<file path="src/rtl/quaternion_to_euler_levels_macros.svh">
// Assertion macros shared by the quaternion to Euler level block.
`ifndef QUATERNION_TO_EULER_LEVELS_MACROS_SVH
`define QUATERNION_TO_EULER_LEVELS_MACROS_SVH

// Same-cycle implication, checked while out of reset.
`define Q2E_ASSERT_IMPL(label, ante, cons) \
    label: assert property (@(posedge i_clk) disable iff (!i_rst_n) (ante) |-> (cons)) \
        else $error("q2e: assertion failed");

// Next-cycle implication, checked while out of reset.
`define Q2E_ASSERT_NEXT(label, ante, cons) \
    label: assert property (@(posedge i_clk) disable iff (!i_rst_n) (ante) |=> (cons)) \
        else $error("q2e: assertion failed");

`endif

</file>
<file path="src/rtl/q2e_pkg.sv">
// Shared widths, constants and types for the quaternion to Euler level block.
package q2e_pkg;

    localparam int QUAT_W          = 16;
    localparam int PROD_W          = 32;
    localparam int SUM_W           = 34;
    localparam int T_W             = 30;
    localparam int AT_W            = 29;
    localparam int RAD_W           = 57;
    localparam int ROOT_W          = 29;
    localparam int XW              = 37;
    localparam int ZW              = 20;
    localparam int ANG_W           = 16;
    localparam int LIM_W           = 15;
    localparam int PLIM_W          = 14;
    localparam int DIFF_W          = 15;
    localparam int LEVEL_W         = 7;
    localparam int CORDIC_STEPS    = 16;
    localparam int LEVEL_SCALE_DEF = 100;
    localparam int CFG_IDX_W       = 3;

    localparam logic [CFG_IDX_W-1:0] REG_ROLL_LO  = 3'd0;
    localparam logic [CFG_IDX_W-1:0] REG_ROLL_HI  = 3'd1;
    localparam logic [CFG_IDX_W-1:0] REG_PITCH_LO = 3'd2;
    localparam logic [CFG_IDX_W-1:0] REG_PITCH_HI = 3'd3;
    localparam logic [CFG_IDX_W-1:0] REG_YAW_LO   = 3'd4;
    localparam logic [CFG_IDX_W-1:0] REG_YAW_HI   = 3'd5;

    localparam logic signed [SUM_W-1:0] ONE_Q28 = 34'sd268435456;
    localparam logic [RAD_W-1:0] ONE_Q56 = {1'b1, {(RAD_W-1){1'b0}}};
    localparam logic signed [ZW-1:0] HALF_PI_Q16 = 20'sd102944;

    localparam logic signed [ZW-1:0] ATAN_TAB [CORDIC_STEPS] = '{
        20'sd51472, 20'sd30386, 20'sd16055, 20'sd8150,
        20'sd4091,  20'sd2047,  20'sd1024,  20'sd512,
        20'sd256,   20'sd128,   20'sd64,    20'sd32,
        20'sd16,    20'sd8,     20'sd4,     20'sd2
    };

    typedef struct packed {
        logic signed [SUM_W-1:0] roll_num;
        logic signed [SUM_W-1:0] roll_den;
        logic signed [SUM_W-1:0] yaw_num;
        logic signed [SUM_W-1:0] yaw_den;
        logic signed [T_W-1:0]   pitch_t;
    } t_front;

    typedef struct packed {
        logic signed [LIM_W-1:0]  roll_lo;
        logic signed [LIM_W-1:0]  roll_hi;
        logic signed [PLIM_W-1:0] pitch_lo;
        logic signed [PLIM_W-1:0] pitch_hi;
        logic signed [LIM_W-1:0]  yaw_lo;
        logic signed [LIM_W-1:0]  yaw_hi;
    } t_cfg;

    localparam t_cfg CFG_RESET = '{
        roll_lo:  -15'sd4506,
        roll_hi:   15'sd4506,
        pitch_lo: -14'sd1229,
        pitch_hi:  14'sd2867,
        yaw_lo:   -15'sd6144,
        yaw_hi:   -15'sd819
    };

    typedef enum logic [1:0] {
        WIN_LOW = 2'd0,
        WIN_TOP = 2'd1,
        WIN_DIV = 2'd2
    } t_win;

endpackage

</file>
<file path="src/rtl/q2e_level.sv">
// Window mapping of one angle onto a level, with a pipelined restoring divider.
module q2e_level #(
    parameter int LEVEL_SCALE = q2e_pkg::LEVEL_SCALE_DEF
) (
    input  logic                               i_clk,
    input  logic                               i_rst_n,
    input  logic                               i_vld,
    input  logic signed [q2e_pkg::ANG_W-1:0]   i_ang,
    input  logic signed [q2e_pkg::LIM_W-1:0]   i_lo,
    input  logic signed [q2e_pkg::LIM_W-1:0]   i_hi,
    output logic                               o_vld,
    output logic [q2e_pkg::LEVEL_W-1:0]        o_level
);
    import q2e_pkg::*;

    localparam int SW  = $clog2(LEVEL_SCALE + 1);
    localparam int NW  = DIFF_W + SW;
    localparam int LVW = (SW > LEVEL_W) ? SW : LEVEL_W;
    localparam logic [SW-1:0] TOP = SW'(LEVEL_SCALE - 1);

    logic signed [ANG_W:0] ext_a, ext_lo, ext_hi, n_diff, n_span;
    t_win                  n_sel;

    logic              r0_vld, r1_vld;
    t_win              r0_sel, r1_sel;
    logic [DIFF_W-1:0] r0_diff, r0_span, r1_span;
    logic [NW-1:0]     r1_num;

    logic              r_v    [SW];
    t_win              r_sel  [SW];
    logic [DIFF_W-1:0] r_span [SW];
    logic [NW-1:0]     r_rem  [SW];
    logic [SW-1:0]     r_q    [SW];

    logic [SW-1:0]        n_sat, n_val;
    logic [LVW-1:0]       n_ext;
    logic                 r_ov;
    logic [LEVEL_W-1:0]   r_level;

    always_comb begin
        ext_a  = (ANG_W + 1)'(i_ang);
        ext_lo = (ANG_W + 1)'(i_lo);
        ext_hi = (ANG_W + 1)'(i_hi);
        n_diff = ext_a - ext_lo;
        n_span = ext_hi - ext_lo;
        if ((ext_a >= ext_lo) && (ext_a <= ext_hi)) begin
            n_sel = (n_span == '0) ? WIN_TOP : WIN_DIV;
        end else if (ext_a > ext_hi) begin
            n_sel = WIN_TOP;
        end else begin
            n_sel = WIN_LOW;
        end
    end

    always_ff @(posedge i_clk) begin
        if (!i_rst_n) begin
            r0_vld <= 1'b0;
            r1_vld <= 1'b0;
        end else begin
            r0_vld <= i_vld;
            r1_vld <= r0_vld;
        end
    end

    always_ff @(posedge i_clk) begin
        r0_sel  <= n_sel;
        r0_diff <= n_diff[DIFF_W-1:0];
        r0_span <= n_span[DIFF_W-1:0];
        r1_sel  <= r0_sel;
        r1_span <= r0_span;
        r1_num  <= {{SW{1'b0}}, r0_diff} * NW'(LEVEL_SCALE);
    end

    for (genvar k = 0; k < SW; k++) begin : g_div
        logic              v_in;
        t_win              sel_in;
        logic [DIFF_W-1:0] span_in;
        logic [NW-1:0]     rem_in, dsh;
        logic [SW-1:0]     q_in;

        if (k == 0) begin : g_first
            assign v_in    = r1_vld;
            assign sel_in  = r1_sel;
            assign span_in = r1_span;
            assign rem_in  = r1_num;
            assign q_in    = '0;
        end else begin : g_next
            assign v_in    = r_v[k-1];
            assign sel_in  = r_sel[k-1];
            assign span_in = r_span[k-1];
            assign rem_in  = r_rem[k-1];
            assign q_in    = r_q[k-1];
        end

        assign dsh = {{SW{1'b0}}, span_in} << (SW - 1 - k);

        always_ff @(posedge i_clk) begin
            if (!i_rst_n) begin
                r_v[k] <= 1'b0;
            end else begin
                r_v[k] <= v_in;
            end
        end

        always_ff @(posedge i_clk) begin
            r_sel[k]  <= sel_in;
            r_span[k] <= span_in;
            if (rem_in >= dsh) begin
                r_rem[k] <= rem_in - dsh;
                r_q[k]   <= q_in | (SW'(1) << (SW - 1 - k));
            end else begin
                r_rem[k] <= rem_in;
                r_q[k]   <= q_in;
            end
        end
    end

    always_comb begin
        n_sat = (r_q[SW-1] > TOP) ? TOP : r_q[SW-1];
        case (r_sel[SW-1])
            WIN_DIV: n_val = n_sat;
            WIN_TOP: n_val = TOP;
            default: n_val = '0;
        endcase
        n_ext = LVW'(n_val);
    end

    always_ff @(posedge i_clk) begin
        if (!i_rst_n) begin
            r_ov <= 1'b0;
        end else begin
            r_ov <= r_v[SW-1];
        end
    end

    always_ff @(posedge i_clk) begin
        r_level <= n_ext[LEVEL_W-1:0];
    end

    assign o_vld   = r_ov;
    assign o_level = r_level;

endmodule

</file>
<file path="config.mk">
export PLATFORM = sky130hd
export DESIGN_NAME = q2e_level
export DESIGN_NICKNAME = d
export VERILOG_FILES = /design/src/rtl/quaternion_to_euler_levels_macros.svh /design/src/rtl/q2e_pkg.sv /design/src/rtl/q2e_level.sv
export SDC_FILE = /design/constraint.sdc
export NUM_CORES = 1
export LEC_CHECK = 0
export BUFFER_PORTS_ARGS = -buffer_cell sky130_fd_sc_hd__buf_4
export CAP_MARGIN = 25
export CORE_MARGIN = 1
export CORE_UTILIZATION = 67
export DETAILED_ROUTE_END_ITERATION = 16
export PLACE_DENSITY = 0.85
export SLEW_MARGIN = 0
export SYNTH_ARGS = -nofsm -noshare
export SYNTH_HDL_FRONTEND = slang
export SYNTH_SLANG_ARGS = --single-unit
</file>
<file path="constraint.sdc">
create_clock -name i_clk -period 8.5 [get_ports i_clk]
set_clock_uncertainty 0.15 [all_clocks]
set_input_delay 0.85 -clock i_clk [delete_from_list [all_inputs] [get_ports i_clk]]
set_output_delay 0.85 -clock i_clk [all_outputs]
set_load 0.005 [all_outputs]
</file>
* After elaboration in Yosys (flattened, before gate mapping)
Memories as Yosys holds them, arrays and structs flattened. A register that Yosys moved wholly into a read port is not among the register bits. Cells that the tools add are included.
Operators by class: add/sub/neg operators 9, $mul 1, $lt $le $gt $ge 11, eq/ne operators 2, mux-type cells 49, bitwise operators 21, reduce and logical (&&, ||, !) cells 3
Operator list (count):
- $mux 22 | 7
- $mux 7 | 8
- $mux 1 | 31
- $ge 22x15->1 | 1
- $ge 22x16->1 | 1
- $ge 22x17->1 | 1
- $ge 22x18->1 | 1
- $ge 22x19->1 | 1
- $ge 22x20->1 | 1
- $ge 22x21->1 | 1
- $sub 22x15->22 | 1
- $sub 22x16->22 | 1
- $sub 22x17->22 | 1
- $sub 22x18->22 | 1
- $sub 22x19->22 | 1
- $sub 22x20->22 | 1
- $sub 22x21->22 | 1
- $or 1x1->1 | 21
- $mul 15x5->20 const B | 1
- $logic_not 17->1 | 1
- $ge 16x15->1 | 1
- $gt 16x15->1 | 1
- $le 16x15->1 | 1
- $sub 15x15->16 | 1
- other kinds (8) | 9
Storage, ports and cells: register bits after elaboration 78, RAM bits 329, word-level logic and storage cells 110, memories 5
Memory list:
- r_rem | depth 7, width 22, read ports 6, clocked after memory_dff 0, wr ports 7, line q2e_level.sv:32 | logic [NW-1:0] r_rem [SW];
- r_span | depth 7, width 15, read ports 6, clocked after memory_dff 0, wr ports 7, line q2e_level.sv:31 | logic [DIFF_W-1:0] r_span [SW];
- r_q | depth 7, width 7, read ports 7, clocked after memory_dff 0, wr ports 7, line q2e_level.sv:33 | logic [SW-1:0] r_q [SW];
- r_sel | depth 7, width 2, read ports 7, clocked after memory_dff 0, wr ports 7, line q2e_level.sv:30 | t_win r_sel [SW];
- r_v | depth 7, width 1, read ports 7, clocked after memory_dff 1, wr ports 7, line q2e_level.sv:29 | logic r_v [SW];

* Depth between registers and ports, before layout
An unclocked memory read counts as a cell.
word-level depth 5, depth in mapped cells 13

* Worst setup path after synthesis
Ideal clock, no wire load.
path kind input port to flip-flop, from in i_lo[2] in the netlist's numbering, to reg r0_sel[1], data arrival time 3424 ps, slack 4811 ps, stages 10, path buffers 0, cells stage by stage inv_1 -> ha_1 -> nor2b_1 -> o31ai_2 -> a22oi_1 -> a41o_1 -> o41a_1 -> or4_1 -> a2111o_1 -> and3_1
Between the ends: cells in the longest elaborated chain, start to end 4
Ends and longest elaborated chain:
- start: declaration | line q2e_level.sv:9 | input logic signed [q2e_pkg::LIM_W-1:0] i_lo,
- $sub 15x15->16 | line q2e_level.sv:45 | n_span = ext_hi - ext_lo;
- $logic_not 17->1 | line q2e_level.sv:47 | n_sel = (n_span == '0) ? WIN_TOP : WIN_DIV;
- $mux 2 | line q2e_level.sv:47
- $mux 2 (*) | line q2e_level.sv:46 | if ((ext_a >= ext_lo) && (ext_a <= ext_hi)) begin
- end signal: assignment | line q2e_level.sv:66 | r0_sel <= n_sel;
- end: declaration | line q2e_level.sv:25 | t_win r0_sel, r1_sel;
Every way passes the cells marked *; elsewhere a longest branch is shown, timed or not. A chain may end at the register's enable or synchronous reset.

* Worst setup path after layout
from reg r0_diff[4], to reg r1_num[19], in the netlist g_div[0].rem_in[19]
Between the ends: cells in the longest elaborated chain, start to end 1
Ends and longest elaborated chain:
- start: declaration | line q2e_level.sv:26 | logic [DIFF_W-1:0] r0_diff, r0_span, r1_span;
- start signal: assignment | line q2e_level.sv:67 | r0_diff <= n_diff[DIFF_W-1:0];
- $mul 15x5->20 | line q2e_level.sv:71 | r1_num <= {{SW{1'b0}}, r0_diff} * NW'(LEVEL_SCALE);
- end signal: assignment | line q2e_level.sv:71
- end: declaration | line q2e_level.sv:27 | logic [NW-1:0] r1_num;
No other way between the ends.

==> summary.md <==
| Metric | Value |
|---|---|
| Leakage | between 0.008 and 0.009 uW |
| Routed wire length | ~33 mm |
| Reg2Reg Depth | 12 |
| Ys async rst share | 0% |
| Area of the multi-input gates | slightly below 0.009 sq mm |
| Core Rows | 56 |
| Total CTS buffers | 34 |
| DR vias/cell | 5.627 |
| Hold Path Stages | 0 |
| Area growth syn-to-layout | 12.14% |
| Crit-path leading delay family | adder cells |
| Clock latency on the worst-skew pair | ~0.5 ns |
| Crit path depth | 12 |
| Worst Setup End Kind | flip-flop |
| Post-synthesis sequential area ratio | around two fifths |
| Clk root buf | clkbuf_16 |
| Post-CTS Setup Repair Bufs | 0 |
| Dpl hpwl | 25.16 mm |
| Die Area | 0.02511 sq mm |
| Leading cell type in the layout, fill and taps excluded | dfxtp_1 |
| Actual slew at the worst max-slew pin | 0.9312 ns |
| DR WL/cell | 15.34 microns |
| Final-report max-slew violation count | 0 |
| Number of synthesis warnings | 0 |
| Top cell type's share of synthesized area | between 40% and 50% |
| Synth unique cells | 67 |
| FMAX | 0.2675 GHz |
| Worst relative slew slack | 37.35% |
| Clk slew on worst S/H paths | 0.06 ns |
| Initial core utilization | between 60 and 70% |
| Die height | ~160 microns |
| Post-Route Setup TNS | 0 ns |
| Final nets | between 2,000 and 2,500 |
| CP max-delay cell | or4b_2 |
| First-pass GRT wire length | 54.95 mm |
| CP max stage delay | 0.61 ns |
| Core area | ~0.024 sq mm |
| Primary FF master, synth | dfxtp_1 |
| Crit-path max FO | 5 |
| Maxcap violations | 0 |
| Pwr/cell area | ~440 mW/mm^2 |
| Htree depth | 2 |
| EDFF count, synth | 0 |
| Syn avg cell area | ~9.5 sq um |
| All-layer global routing usage | 27.41% |
| Final period util | a little over two fifths |
| CP cell instances | ha_1 > ha_1 > inv_1 > fa_1 > inv_1 > ha_1 > or3_1 > o211a_1 > nor2_1 > a211o_1 > or4b_2 > o211ai_1 |
| # diodes | 0 |
| Crit Path Class | flip-flop to flip-flop |
| Vias in the first global route | about 12,000 |
| Fillers | between 1,500 and 2,000 |
| GRT overflow | 0 |
| Yosys top cell by area | dfxtp_1 |
| Clock Path Buffers | 3 |
| Arr. time, crit path | between 4 and 5 ns |
| Area contributors post-synth | dfxtp_1 41%, ha_1 15%, inv_1 5.1% |
| Final ANT Viol Nets | 0 |
| # port buffers | 56 |
| Reg area | between 0.006 and 0.007 sq mm |
| Initial antenna violation count | 0 |
| Final hold violations | 0 |
| Critical path's most frequent cell | ha_1 |
| Final setup fails | 0 |
| Die Wd | around 160 microns |
| Clock sink count | between 300 and 400 |
| Final worst path period need | 3.738 ns |
| DRT Pass-1 Iters | 5 |
| Gates resized, CTS repair | 0 |
| RSZ-0062 raised after global routing | no |
| Critical Path Source Type | flip-flop |
| DRC | 0 |
| Mapped Nets | 2,002 |
| Post-synthesis register bit count | about 340 |
| Post-Synthesis Cells | 1,732 |
| Hold buffer count at cts | 0 |
| Via count | approximately 12,000 |
| Worst Path Buf+Inv | 2 |
| Worst IR Drop VDD | around 0.00019 V |
| Type of the worst min-delay path | flip-flop to flip-flop |
| Pin count of the biggest net entering global routing | 34 |
| RD Place Congestion | roughly 0.9 |
| Status | completed |
| Starting DRT DRC Count | 544 |
| Most frequent cells in the layout | 339 x dfxtp_1, 222 x inv_1, 203 x ha_1 |
| Share of layout cells above drive strength 1 | under 10% |
| TritonCTS clock tree | done |
| Top Ports | 57 |
| Final design utilization | between 70 and 80% |
| Req. time, crit path | a little under 9 ns |
| Syn Std Cell Area | around 0.016 sq mm |
-- power by group --
group / internal (uW) / switching [uW] / total, uW
Sequential: 2200 / 303 / 2500
Combinational: 1830 / 2220 / 4050
Clock: 944 / 584 / 1530
Total: 4970 / 3100 / 8080
-- cell usage after synthesis, types with 6 or more instances --
library cell and n:
a2111oi_0 6, a211oi_1 8, a21boi_0 6, a21o_1 37, a21oi_1 103, a31oi_1 11, and2_1 22, and3_1 9
clkbuf_1 16, dfxtp_1 339, fa_1 18, ha_1 203, inv_1 222, mux2_2 16, mux2i_1 6, nand2_1 98
nand2b_1 16, nand3_1 22, nand4_1 16, nand4b_1 7, nor2_1 97, nor2b_1 25, nor3_1 42, nor3b_1 6
nor4_1 11, o2111ai_1 6, o211ai_1 13, o21a_1 23, o21ai_0 99, o21bai_1 13, o31ai_1 13, or2_2 6
or3_1 13, xnor2_1 74, xor2_1 43
-- worst reg2reg max path: cells and delay by family (launching register included) --
family,cells,cell delay [ns]
adders and majority gates,4,1.32
and+or+nand+nor,3,1.16
AOI/OAI and AO/OA,3,0.60
DFF,1,0.35
buffers and inverters,2,0.09
-- per-layer routing --
metal	share of wire (%)	vias to the layer above	GRT usage [%]	wire (microns)
met1	37	5608	25.82	12280
met4	4.5	0	13.32	1478
met3	3.0	103	3.729	985
li1	-	6150	-	-
met5	0	-	0	0
met2	55	265	56.68	18320
-- path summary, 6_finish.rpt --
path                                  start                   to  slack [ns]
worst max-delay path             r0_diff[4]  g_div[0].rem_in[19]        4.76
worst min-delay path            r_sel[1][0]          r_sel[2][0]        0.17
worst max register to register   r0_diff[4]  g_div[0].rem_in[19]        4.76
worst min register to register  r_sel[1][0]          r_sel[2][0]        0.17
-- through the flow --
stage                     power, uW  worst slack [ns]  hold slack, ns  cell area, sq um  cells
final                          8078             4.762          0.1728             18390   2155
after global routing           8765             4.556          0.1773             18390   2155
after CTS                      8082             4.764          0.1721             18390   2155
after detailed placement       6475             4.335          0.1621             17220   2096
after global placement         6265             4.410          0.1597             17200   2095
after floorplan                5616             4.811          0.1596             16400   1732
-- flip-flops by register name, summed over array words and instances, names as in the netlist --
signal / count
g_div.rem_in: 20
g_div.sel_in: 2
g_div.span_in: 15
g_div.v_in: 1
o_level: 7
o_vld: 1
r0_diff: 15
r0_sel: 2
r0_span: 15
r0_vld: 1
r_q: 28
r_rem: 121
r_sel: 14
r_span: 90
r_v: 7
-- cell type report --
| type | instances | share of cell area (%) |
|---|---|---|
| multi-input combinational | 1154 | 47.46 |
| sequential | 339 | 36.90 |
| clock buffer | 52 | 5.722 |
| inverter | 222 | 4.531 |
| timing repair buffer | 62 | 2.572 |
| tap | 319 | 2.170 |
| clock inverter | 7 | 0.6463 |
-- cells by family after synthesis --
logic type / share of synthesized area [%]
XOR/XNOR: 6.249
adder cells (fa/ha/maj): 17.69
buffers and inverters: 5.470
AND/OR/NAND/NOR: 12.54
flip-flops: 41.38
AO/OA/AOI/OAI: 15.21
multiplexers: 1.465
(Power assumes the default switching activity.)
